===== config.mk =====
export PLATFORM = sky130hd
export DESIGN_NAME = tile_animation_channel_sequencer_core_flat
export DESIGN_NICKNAME = d
export VERILOG_FILES = /design/src/tacs_pkg.sv /design/src/tacs_if.sv /design/src/tacs_step.sv /design/src/tile_animation_channel_sequencer_core.sv /design/src/flat_wrapper.sv
export VERILOG_INCLUDE_DIRS = /design/src /design/src/src
export SDC_FILE = /design/constraint.sdc
export NUM_CORES = 1
export LEC_CHECK = 0
export BUFFER_PORTS_ARGS = -buffer_cell sky130_fd_sc_hd__buf_4
export CAP_MARGIN = 0
export CORE_MARGIN = 4
export CORE_UTILIZATION = 45
export DETAILED_ROUTE_END_ITERATION = 12
export PLACE_DENSITY = 0.61
export SYNTH_ARGS = -nofsm -noshare
export SYNTH_HDL_FRONTEND = slang
export SYNTH_SLANG_ARGS = --single-unit

===== constraint.sdc =====
create_clock -name clock -period 12.2 [get_ports clock]
set_input_delay 1.22 -clock clock [delete_from_list [all_inputs] [get_ports clock]]
set_output_delay 1.22 -clock clock [all_outputs]
set_load 0.01 [all_outputs]

===== src/tile_animation_channel_sequencer_core_assert.svh =====
// assertion macros for the tile animation channel sequencer
// no dependencies; included by the top level
`ifndef TILE_ANIMATION_CHANNEL_SEQUENCER_CORE_ASSERT_SVH
`define TILE_ANIMATION_CHANNEL_SEQUENCER_CORE_ASSERT_SVH

// same-cycle implication
`define TACS_ASSERT_IMPLY(label, clk, rst, ante, cons, msg) \
   label: assert property (@(posedge clk) disable iff (rst) (ante) |-> (cons)) else $error(msg);

// next-cycle implication
`define TACS_ASSERT_NEXT(label, clk, rst, ante, cons, msg) \
   label: assert property (@(posedge clk) disable iff (rst) (ante) |=> (cons)) else $error(msg);

`endif


===== src/tacs_pkg.sv =====
// shared types, mode codes and helpers of the tile animation channel sequencer
// no dependencies
package tacs_pkg;

   localparam int NUM_CHANNELS_DEF = 16;

   localparam int MODE_W    = 3;
   localparam int CHANNEL_W = 4;
   localparam int PERIOD_W  = 8;
   localparam int COUNT_W   = 7;
   localparam int FRAME_W   = 8;

   localparam logic [MODE_W-1:0] MODE_NONE     = 3'd0;
   localparam logic [MODE_W-1:0] MODE_LOOP     = 3'd1;
   localparam logic [MODE_W-1:0] MODE_FWD_ONCE = 3'd2;
   localparam logic [MODE_W-1:0] MODE_PINGPONG = 3'd3;
   localparam logic [MODE_W-1:0] MODE_REV_ONCE = 3'd4;
   localparam logic [MODE_W-1:0] MODE_REV_LOOP = 3'd5;

   localparam logic [FRAME_W-1:0] PINGPONG_BASE = 8'd2;

   localparam logic ACTION_LOAD = 1'b0;
   localparam logic ACTION_TICK = 1'b1;

   // per-channel payload, everything but the mode
   typedef struct packed {
      logic [PERIOD_W-1:0] period;
      logic [COUNT_W-1:0]  count;
      logic [PERIOD_W-1:0] counter;
      logic [FRAME_W-1:0]  frame;
   } chan_data_type;

   typedef struct packed {
      logic [MODE_W-1:0] mode;
      chan_data_type     data;
   } chan_entry_type;

   // magnitude of a signed 8-bit frame, minus 128 reads as 128
   function automatic logic [FRAME_W-1:0] frame_mag(input logic [FRAME_W-1:0] f);
      frame_mag = f[FRAME_W-1] ? FRAME_W'(~f + 1'b1) : f;
   endfunction

endpackage


===== src/tacs_if.sv =====
// valid/ready channel interfaces for the request and response beats
// depends on tacs_pkg
interface tacs_req_if
   import tacs_pkg::*;
();
   logic                 valid;
   logic                 ready;
   logic                 action;
   logic [CHANNEL_W-1:0] channel;
   logic [MODE_W-1:0]    anim_mode;
   logic [PERIOD_W-1:0]  ticks_per_frame;
   logic [COUNT_W-1:0]   frame_count;

   modport source (output valid, action, channel, anim_mode, ticks_per_frame, frame_count,
                   input ready);
   modport sink   (input valid, action, channel, anim_mode, ticks_per_frame, frame_count,
                   output ready);
endinterface

interface tacs_rsp_if
   import tacs_pkg::*;
();
   logic                 valid;
   logic                 ready;
   logic [CHANNEL_W-1:0] out_channel;
   logic [FRAME_W-1:0]   frame_index;
   logic                 last;

   modport source (output valid, out_channel, frame_index, last, input ready);
   modport sink   (input valid, out_channel, frame_index, last, output ready);
endinterface


===== src/tacs_step.sv =====
// shared channel step unit: counter advance and frame stepping by mode
// depends on tacs_pkg
module tacs_step
   import tacs_pkg::*;
(
   input  chan_entry_type cur_entry,
   output chan_data_type  nxt_data,
   output logic           stepped
);

   logic [PERIOD_W-1:0] tick_cnt;
   logic                hit;
   logic                go;
   logic [FRAME_W-1:0]  inc;
   logic [FRAME_W-1:0]  dec;
   logic [FRAME_W-1:0]  cnt_ext;
   logic [FRAME_W-1:0]  stepped_frame;

   assign tick_cnt = cur_entry.data.counter + 1'b1;
   assign hit      = (tick_cnt == cur_entry.data.period);
   assign inc      = cur_entry.data.frame + 1'b1;
   assign dec      = cur_entry.data.frame - 1'b1;
   assign cnt_ext  = FRAME_W'(cur_entry.data.count);

   always_comb begin
      go            = 1'b0;
      stepped_frame = cur_entry.data.frame;
      case (cur_entry.mode)
         MODE_LOOP: begin
            go            = 1'b1;
            stepped_frame = (inc == cnt_ext) ? '0 : inc;
         end
         MODE_FWD_ONCE: begin
            go            = (cur_entry.data.frame != FRAME_W'(cnt_ext - 1'b1));
            stepped_frame = inc;
         end
         MODE_PINGPONG: begin
            go            = 1'b1;
            stepped_frame = (inc == cnt_ext) ? FRAME_W'(PINGPONG_BASE - inc) : inc;
         end
         MODE_REV_ONCE: begin
            go            = (cur_entry.data.frame != '0);
            stepped_frame = dec;
         end
         MODE_REV_LOOP: begin
            go            = 1'b1;
            stepped_frame = dec[FRAME_W-1] ? FRAME_W'(cnt_ext - 1'b1) : dec;
         end
         default: begin
            go            = 1'b0;
            stepped_frame = cur_entry.data.frame;
         end
      endcase
   end

   assign stepped = go && hit;

   always_comb begin
      nxt_data = cur_entry.data;
      if (go) begin
         nxt_data.counter = hit ? '0 : tick_cnt;
      end
      if (stepped) begin
         nxt_data.frame = stepped_frame;
      end
   end

endmodule


===== src/tile_animation_channel_sequencer_core.sv =====
// tile animation channel sequencer, top level: channel table, walk sequencer, output register
// depends on tacs_pkg, tacs_if, tacs_step and the assertion macro header
// load beat: busy until the output register is free, result then sits in the output register
// tick beat: one channel per cycle through the shared step unit unless a stepping channel stalls
//   on a full held result and output; one result per stepping channel, last on the final one
// reset: synchronous, clears every channel to mode none at once, no clearing pass
`include "tile_animation_channel_sequencer_core_assert.svh"

module tile_animation_channel_sequencer_core
   import tacs_pkg::*;
#(
   parameter int NUM_CHANNELS = NUM_CHANNELS_DEF
)
(
   input logic         clock,
   input logic         reset,
   tacs_req_if.sink    req_chan,
   tacs_rsp_if.source  rsp_chan
);

   localparam int IDX_W = (NUM_CHANNELS > 1) ? $clog2(NUM_CHANNELS) : 1;
   localparam logic [IDX_W-1:0] LAST_IDX = IDX_W'(NUM_CHANNELS - 1);

   // sequencer states
   localparam logic [1:0] ST_IDLE  = 2'd0;
   localparam logic [1:0] ST_WALK  = 2'd1;
   localparam logic [1:0] ST_FLUSH = 2'd2;

   logic [1:0]       state_ff, state_in;
   logic [IDX_W-1:0] idx_ff, idx_in;

   // channel table: mode is control state, the rest is payload
   logic [MODE_W-1:0] mode_ff [NUM_CHANNELS];
   chan_data_type     data_ff [NUM_CHANNELS];

   // one result held back until we know whether another follows
   logic                 pend_valid_ff, pend_valid_in;
   logic [CHANNEL_W-1:0] pend_channel_ff, pend_channel_in;
   logic [FRAME_W-1:0]   pend_frame_ff, pend_frame_in;

   // output register
   logic                 rsp_valid_ff, rsp_valid_in;
   logic [CHANNEL_W-1:0] rsp_channel_ff, rsp_channel_in;
   logic [FRAME_W-1:0]   rsp_frame_ff, rsp_frame_in;
   logic                 rsp_last_ff, rsp_last_in;

   logic               req_fire;
   logic               slot_free;
   logic               load_hit;
   logic [IDX_W-1:0]   load_addr;
   logic [FRAME_W-1:0] start_frame;
   chan_entry_type     cur_entry;
   chan_data_type      nxt_data;
   logic               stepped;
   logic               walk_go;

   // ready whenever idle, even with a response still waiting in the output register
   assign req_chan.ready = (state_ff == ST_IDLE);
   assign req_fire       = req_chan.valid && req_chan.ready;
   assign slot_free      = !rsp_valid_ff || rsp_chan.ready;

   // loads beyond the table are dropped without a result
   assign load_hit  = req_fire && (req_chan.action == ACTION_LOAD)
                      && (32'(req_chan.channel) < NUM_CHANNELS);
   assign load_addr = IDX_W'(req_chan.channel);

   // forward once and reverse loop start on the last frame
   assign start_frame = (req_chan.anim_mode == MODE_FWD_ONCE ||
                         req_chan.anim_mode == MODE_REV_LOOP)
                        ? FRAME_W'(FRAME_W'(req_chan.frame_count) - 1'b1) : '0;

   // shared step unit sees the channel under the walk index
   assign cur_entry.mode = mode_ff[idx_ff];
   assign cur_entry.data = data_ff[idx_ff];

   tacs_step u_step (
      .cur_entry (cur_entry),
      .nxt_data  (nxt_data),
      .stepped   (stepped)
   );

   // a stepping channel must wait if both the held result and the output are full
   assign walk_go = (state_ff == ST_WALK) && (!stepped || !pend_valid_ff || slot_free);

   always_ff @(posedge clock) begin
      if (reset) begin
         for (int i = 0; i < NUM_CHANNELS; i++) begin
            mode_ff[i] <= MODE_NONE;
         end
      end else if (load_hit) begin
         mode_ff[load_addr] <= req_chan.anim_mode;
      end
   end

   always_ff @(posedge clock) begin
      if (load_hit) begin
         data_ff[load_addr].period  <= req_chan.ticks_per_frame;
         data_ff[load_addr].count   <= req_chan.frame_count;
         data_ff[load_addr].counter <= '0;
         data_ff[load_addr].frame   <= start_frame;
      end else if (walk_go) begin
         data_ff[idx_ff] <= nxt_data;
      end
   end

   always_comb begin
      state_in        = state_ff;
      idx_in          = idx_ff;
      pend_valid_in   = pend_valid_ff;
      pend_channel_in = pend_channel_ff;
      pend_frame_in   = pend_frame_ff;
      rsp_valid_in    = rsp_valid_ff && !rsp_chan.ready;
      rsp_channel_in  = rsp_channel_ff;
      rsp_frame_in    = rsp_frame_ff;
      rsp_last_in     = rsp_last_ff;

      unique case (state_ff)
         ST_IDLE: begin
            if (req_fire) begin
               idx_in = '0;
               if (req_chan.action == ACTION_TICK) begin
                  state_in = ST_WALK;
               end else begin
                  state_in = ST_FLUSH;
                  if (load_hit) begin
                     pend_valid_in   = 1'b1;
                     pend_channel_in = req_chan.channel;
                     pend_frame_in   = frame_mag(start_frame);
                  end
               end
            end
         end
         ST_WALK: begin
            if (walk_go) begin
               if (stepped) begin
                  // a newer result exists, so the held one is not the last
                  if (pend_valid_ff) begin
                     rsp_valid_in   = 1'b1;
                     rsp_channel_in = pend_channel_ff;
                     rsp_frame_in   = pend_frame_ff;
                     rsp_last_in    = 1'b0;
                  end
                  pend_valid_in   = 1'b1;
                  pend_channel_in = CHANNEL_W'(idx_ff);
                  pend_frame_in   = frame_mag(nxt_data.frame);
               end
               if (idx_ff == LAST_IDX) begin
                  state_in = ST_FLUSH;
                  idx_in   = '0;
               end else begin
                  idx_in = IDX_W'(idx_ff + 1'b1);
               end
            end
         end
         ST_FLUSH: begin
            if (!pend_valid_ff) begin
               state_in = ST_IDLE;
            end else if (slot_free) begin
               rsp_valid_in   = 1'b1;
               rsp_channel_in = pend_channel_ff;
               rsp_frame_in   = pend_frame_ff;
               rsp_last_in    = 1'b1;
               pend_valid_in  = 1'b0;
               state_in       = ST_IDLE;
            end
         end
         default: begin
            state_in = ST_IDLE;
         end
      endcase
   end

   always_ff @(posedge clock) begin
      if (reset) begin
         state_ff      <= ST_IDLE;
         idx_ff        <= '0;
         pend_valid_ff <= 1'b0;
         rsp_valid_ff  <= 1'b0;
      end else begin
         state_ff      <= state_in;
         idx_ff        <= idx_in;
         pend_valid_ff <= pend_valid_in;
         rsp_valid_ff  <= rsp_valid_in;
      end
   end

   always_ff @(posedge clock) begin
      pend_channel_ff <= pend_channel_in;
      pend_frame_ff   <= pend_frame_in;
      rsp_channel_ff  <= rsp_channel_in;
      rsp_frame_ff    <= rsp_frame_in;
      rsp_last_ff     <= rsp_last_in;
   end

   assign rsp_chan.valid       = rsp_valid_ff;
   assign rsp_chan.out_channel = rsp_channel_ff;
   assign rsp_chan.frame_index = rsp_frame_ff;
   assign rsp_chan.last        = rsp_last_ff;

   // nothing may be held back once the sequencer is idle
   `TACS_ASSERT_IMPLY(a_idle_no_pend, clock, reset, state_ff == ST_IDLE, !pend_valid_ff,
      "held result left over in idle")
   // the walk always starts from channel zero
   `TACS_ASSERT_IMPLY(a_idle_idx_zero, clock, reset, state_ff == ST_IDLE, idx_ff == '0,
      "walk index not cleared in idle")
   // an accepted beat always takes the sequencer out of idle
   `TACS_ASSERT_NEXT(a_busy_after_accept, clock, reset, req_fire, state_ff != ST_IDLE,
      "sequencer idle right after an accepted beat")

endmodule

===== src/flat_wrapper.sv =====
// flat-port wrapper written by rule: the top's interface ports become plain ports
module tile_animation_channel_sequencer_core_flat import tacs_pkg::*;
#(
   parameter int NUM_CHANNELS = NUM_CHANNELS_DEF
)
  (clock, reset, req_chan_valid, req_chan_action, req_chan_channel, req_chan_anim_mode, req_chan_ticks_per_frame, req_chan_frame_count, req_chan_ready, rsp_chan_valid, rsp_chan_out_channel, rsp_chan_frame_index, rsp_chan_last, rsp_chan_ready);
  tacs_req_if req_chan_i ();
  tacs_rsp_if rsp_chan_i ();
  input logic clock;
  input logic reset;
  input wire logic [$bits(req_chan_i.valid)-1:0] req_chan_valid;
  input wire logic [$bits(req_chan_i.action)-1:0] req_chan_action;
  input wire logic [$bits(req_chan_i.channel)-1:0] req_chan_channel;
  input wire logic [$bits(req_chan_i.anim_mode)-1:0] req_chan_anim_mode;
  input wire logic [$bits(req_chan_i.ticks_per_frame)-1:0] req_chan_ticks_per_frame;
  input wire logic [$bits(req_chan_i.frame_count)-1:0] req_chan_frame_count;
  output wire logic [$bits(req_chan_i.ready)-1:0] req_chan_ready;
  output wire logic [$bits(rsp_chan_i.valid)-1:0] rsp_chan_valid;
  output wire logic [$bits(rsp_chan_i.out_channel)-1:0] rsp_chan_out_channel;
  output wire logic [$bits(rsp_chan_i.frame_index)-1:0] rsp_chan_frame_index;
  output wire logic [$bits(rsp_chan_i.last)-1:0] rsp_chan_last;
  input wire logic [$bits(rsp_chan_i.ready)-1:0] rsp_chan_ready;
  assign req_chan_i.valid = req_chan_valid;
  assign req_chan_i.action = req_chan_action;
  assign req_chan_i.channel = req_chan_channel;
  assign req_chan_i.anim_mode = req_chan_anim_mode;
  assign req_chan_i.ticks_per_frame = req_chan_ticks_per_frame;
  assign req_chan_i.frame_count = req_chan_frame_count;
  assign req_chan_ready = req_chan_i.ready;
  assign rsp_chan_valid = rsp_chan_i.valid;
  assign rsp_chan_out_channel = rsp_chan_i.out_channel;
  assign rsp_chan_frame_index = rsp_chan_i.frame_index;
  assign rsp_chan_last = rsp_chan_i.last;
  assign rsp_chan_i.ready = rsp_chan_ready;
  tile_animation_channel_sequencer_core #(.NUM_CHANNELS(NUM_CHANNELS)) u_core (.clock(clock), .reset(reset), .req_chan(req_chan_i), .rsp_chan(rsp_chan_i));
endmodule

== After elaboration in Yosys (flattened, before gate mapping) ==
Memory sizes are Yosys's and may differ from the RTL's. A register that Yosys moved wholly into a read port is not among the register bits.
Cells that the tools add are included.
Storage, ports and cells
  register bits: 33
  memory bits (writable): 544
  input bits: 27
  output and inout bits: 15
  logic and storage cells: 157
  memories: 2
Cells by class
  add/sub/neg operators: 9
  equality and inequality tests: 23
  muxes and demuxes: 85
  bitwise logic cells: 3
  reduce and logical (&&, ||, !) cells: 26
Memory list
  u_core.data_ff: words 16, bits a word 31, read ports 1, clocked after Yosys merged registers in 1, wr ports 1, line tile_animation_channel_sequencer_core.sv:34  | chan_data_type data_ff [NUM_CHANNELS];
  u_core.mode_ff: words 16, bits a word 3, read ports 1, clocked after Yosys merged registers in 1, wr ports 16, line tile_animation_channel_sequencer_core.sv:33  | logic [MODE_W-1:0] mode_ff [NUM_CHANNELS];
Operator list (number)
  $mux 8: 19
  $mux 4: 19
  $pmux 8 s5: 1
  $add 8x1->8 const B: 4
  $pmux 8 s2: 2
  $mux 31: 1
  $reduce_or 31->1: 1
  $mux 1: 28
  $pmux 4 s2: 3
  $reduce_and 6->1: 3
  $not 8->8: 2
  $sub 7x1->8 const B: 2
  $mux 2: 6
  $ne 2x1->1 const B: 5
  $eq 3x2->1 const B: 3
  $eq 3x3->1 const B: 3
  $eq 8x7->1: 1
  $eq 8x8->1: 1
  $ne 2x2->1 const B: 4
  $ne 8x8->1: 1
  $reduce_bool 8->1: 1
  $sub 2x8->8 const A: 1
  $sub 8x1->8 const B: 1
  $pmux 1 s3: 2
  19 further kinds: 32

== Logic depth before layout (Yosys ltp) ==
  depth in word-level cells: 13
  depth in mapped cells: 26
  depth with buffers taken out: 22

== Cells and area by module ==
Synthesis repeated with hierarchy kept, for this count alone.
Unflattened totals
  cells, all modules: 1410
  area total of the unflattened synthesis: 25466.9 um^2
By module, submodules not included
  tile_animation_channel_sequencer_core: instances 1, cells each 1128, area an instance 23465.0 um^2, seq. area each 17326.6 um^2
  tacs_step: instances 1, cells each 282, area an instance 2001.9 um^2, seq. area each 0.0 um^2

== Worst setup path after synthesis ==
No wires, ideal clock.
  kind: reg-to-reg
  from: register (tool-made name)
  to: memory u_core.data_ff[13][0] (netlist name) (enable)
  library setup time: 429 ps
  data arrival time: 5616 ps
  data required time: 11771 ps
  setup slack: 6155 ps
  stages on the path, launching flop included: 18
  path buffers: 4
  period minus slack after synthesis: 6045 ps
  path through: dfxtp_1 > buf_6 > buf_6 > buf_6 > mux4_2 > a221oi_4 > ha_1 > xnor2_1 > xnor2_1 > or4_1 > nor3_2 > a21o_1 > nand2b_1 > o21ai_0 > nor2_2 > buf_2 > nand3_1 > a21oi_1
RTL lines (line)
  end: declaration: tile_animation_channel_sequencer_core.sv:34

==> run metrics <==
status finished, final reports clean; Die Ht about 250 um; #FFs+latches synth ~580; critical path class reg2reg; n_diodes 0; CTS sink cnt 581; GR Layer Usage met2 between 30% and 40%; Via density 5.98; max-cap viol count 0; EDFF count, synth 569; DR vias 14300; M1 GR Usage 29.0%; Worst-Margin Slew ~1.2 ns; sequential area share after synthesis 67.2%; synthesized area per cell around 17 um^2; I/O Pins 42; initial antenna violation count 2; IO Port Bufs 41; simple-gate share of the synthesized area roughly 8%; CTS tree done; CTS root buf clkbuf_16; Slew HR 20.2%; Die X between 200 and 250 um; total power ~4500 uW; GRT Max-Usage Layer met2; Clock Path Buffers 3; setup TNS 0 ns; CP max FO between 80 and 90; Starting Density around 46%; RePlAce Congestion roughly 0.90; Area contributors post-synth edfxtp_1 66%, mux4_2 10%, mux4_1 1.8%; vias in the first global route 14300; Clock Skews about 0.054 ns; dpl cells approximately 2300; # hold bufs at CTS 0; Netlist cell types between 80 and 90; largest area contributor in the netlist edfxtp_1; Final setup viols 0; yosys warns 0; design area around 29000 um^2; clock-pin slew on the worst setup and hold paths 0.06 ns; Tcrit/Tclk final approximately three fifths; unrepaired setup endpoints after global routing false; Max IR drop VDD between 100 and 150 uV; count of pins over their slew limit 0; Synth top area share about two thirds; DRC viols 0; nets around 1600; GR Util met3 3.17%; total CTS buffers 59; area of the core 56600 um^2; Synth Area in Adders less than 1%; post-CTS sizing 0; fillers 4618; CP startpoint kind flop; final hold vios 0; Detail Placement HPWL 38700 um; Leak about 0.009 uW; largest net degree at the start of global routing 88; DP Area about 27000 um^2; WHS 0.416 ns; setup bufs post-CTS 0; DR WL/cell around 26 um; full die area roughly 60000 um^2; main flop type after synthesis edfxtp_1; first-pass GRT wire length 92900 um; PD cells 154 nW/um^2; Worst-Skew Late Latency between 0.6 and 0.7 ns; f_max between 100 and 150 MHz; area delta synth->final 12.0%; Hold Path Class reg2reg; count leader, synth edfxtp_1; Synth Area in Compound Gates about 5.9%; final WL a little over 60000 um; Post-Layout Cell Count around 2400; Synth Instances between 1500 and 2000; post-synthesis xor/xnor area fraction 1.45%; Final ANT Viol Nets 0; syn nets 1562; number of H-tree levels 2; main combinational cell family by area after synthesis multiplexers; CP Capture Type flop; Mapped Area roughly 26000 um^2; Worst Path Arrival 7.73 ns; DR iter-0 viols 1340; GRT overflow 0; share of cells above drive strength 1 between 20% and 30%; post-synthesis mux area share 14.6%; all-layer global routing usage 20.4%; minimum clock period 7.54 ns; async set-reset flop share out of synthesis 0%; top cells by count, synth 569 x edfxtp_1, 115 x mux4_2, 96 x nor2_1; drt pass-1 iters 6; num rows 87; Required @ worst endpoint about 12 ns
==> path summary, 6_finish.rpt <==
check	slack [ns]	cells past startpoint	to	startpoint
hold reg to reg	0.42	0	u_core.rsp_chan.out_channel[1]	u_core.pend_channel_ff[1]
setup / recovery	4.66	16	u_core.data_ff[11][3]	flop
hold / removal	0.42	0	u_core.rsp_chan.out_channel[1]	u_core.pend_channel_ff[1]
setup reg to reg	4.66	16	u_core.data_ff[11][3]	flop
==> layer usage <==
layer / vias up / share of wire [%]
li1: 6282 / -
met1: 7445 / 43
met2: 452 / 48
met3: 106 / 5.6
met4: 0 / 2.7
met5: - / 0
==> worst max-delay path, cell delays in order (launching register included) <==
cell      delay, ns
dfxtp_4        0.73
buf_12         0.45
mux4_2         0.60
nand2_1        0.13
and4_1         0.57
ha_1           0.34
nand3_1        0.09
a211oi_1       0.43
a221oi_1       0.20
nor3_2         0.25
a21o_1         0.42
nand2b_1       0.40
o21ai_0        0.25
nor2_2         0.16
buf_4          0.37
mux2_2         0.49
nor2_4         0.93
==> state kept, by name, summed over array words and instances, names as in the netlist, named ones only <==
signal and cells:
u_core.pend_valid_ff 1, u_core.state_ff 2, u_core.pend_frame_ff 8, u_core.mode_ff 48, u_core.rsp_chan.valid 1, u_core.pend_channel_ff 4, u_core.idx_ff 4, u_core.rsp_chan.out_channel 4
u_core.rsp_chan.frame_index 8, u_core.rsp_chan.last 1, u_core.data_ff 496
==> kinds of logic (layout without fill, tap and decap cells) <==
kind of cell             Yosys count  after routing
XOR/XNOR                          41             41
multiplexers                     199            199
AO/OA/AOI/OAI                    200            200
adder cells (fa/ha/maj)           13             13
buffers and inverters             95            205
AND/OR/NAND/NOR                  393            393
flip-flops                       581            581
==> stage by stage <==
stage	util (%)	worst slack, ns
floorplan	-	6.16
global placement	47.7	4.63
detailed placement	47.7	4.52
CTS	51.0	4.48
global route	51.0	4.04
finish	51.0	4.66
==> report_power, final <==
group          switching (uW)  internal, uW  leakage, uW
clock network             727          1010     0.000899
registers                18.7          2280      0.00536
logic                     265           149      0.00294
total                    1010          3440      0.00921
==> placed cells by master (no fill, tap or decap), types with 10 or more instances in the layout <==
cell type / Yosys / routed
nand2b_1: 13 / 13
nor2b_1: 11 / 10
o21ai_0: 34 / 31
buf_4: 5 / 77
clkbuf_16: 0 / 59
a31oi_1: 11 / 11
clkbuf_1: 28 / 13
nor2_1: 96 / 84
nand3_1: 25 / 25
ha_1: 13 / 13
a22o_1: 13 / 13
and2_1: 59 / 59
or2_2: 23 / 23
inv_1: 22 / 22
a22oi_1: 16 / 16
nor3_1: 29 / 29
or3_1: 17 / 17
nor2_4: 0 / 12
edfxtp_1: 569 / 569
clkinv_1: 1 / 15
nand2_1: 66 / 66
mux4_2: 115 / 115
a21oi_1: 36 / 32
mux4_1: 18 / 18
xnor2_1: 31 / 31
mux2i_1: 36 / 36
mux2_2: 29 / 29
==> layout make-up <==
cell class	instances	area, um^2	area share (%)
inverters	25	93.8	0.325
well taps	756	946	3.28
multi-input cells	846	8040	27.9
flip-flops and latches	581	17300	60.1
clock buffers	72	1530	5.28
clock inverters	30	323	1.12
repair buffers	78	598	2.07
(Power assumes the default switching activity.)
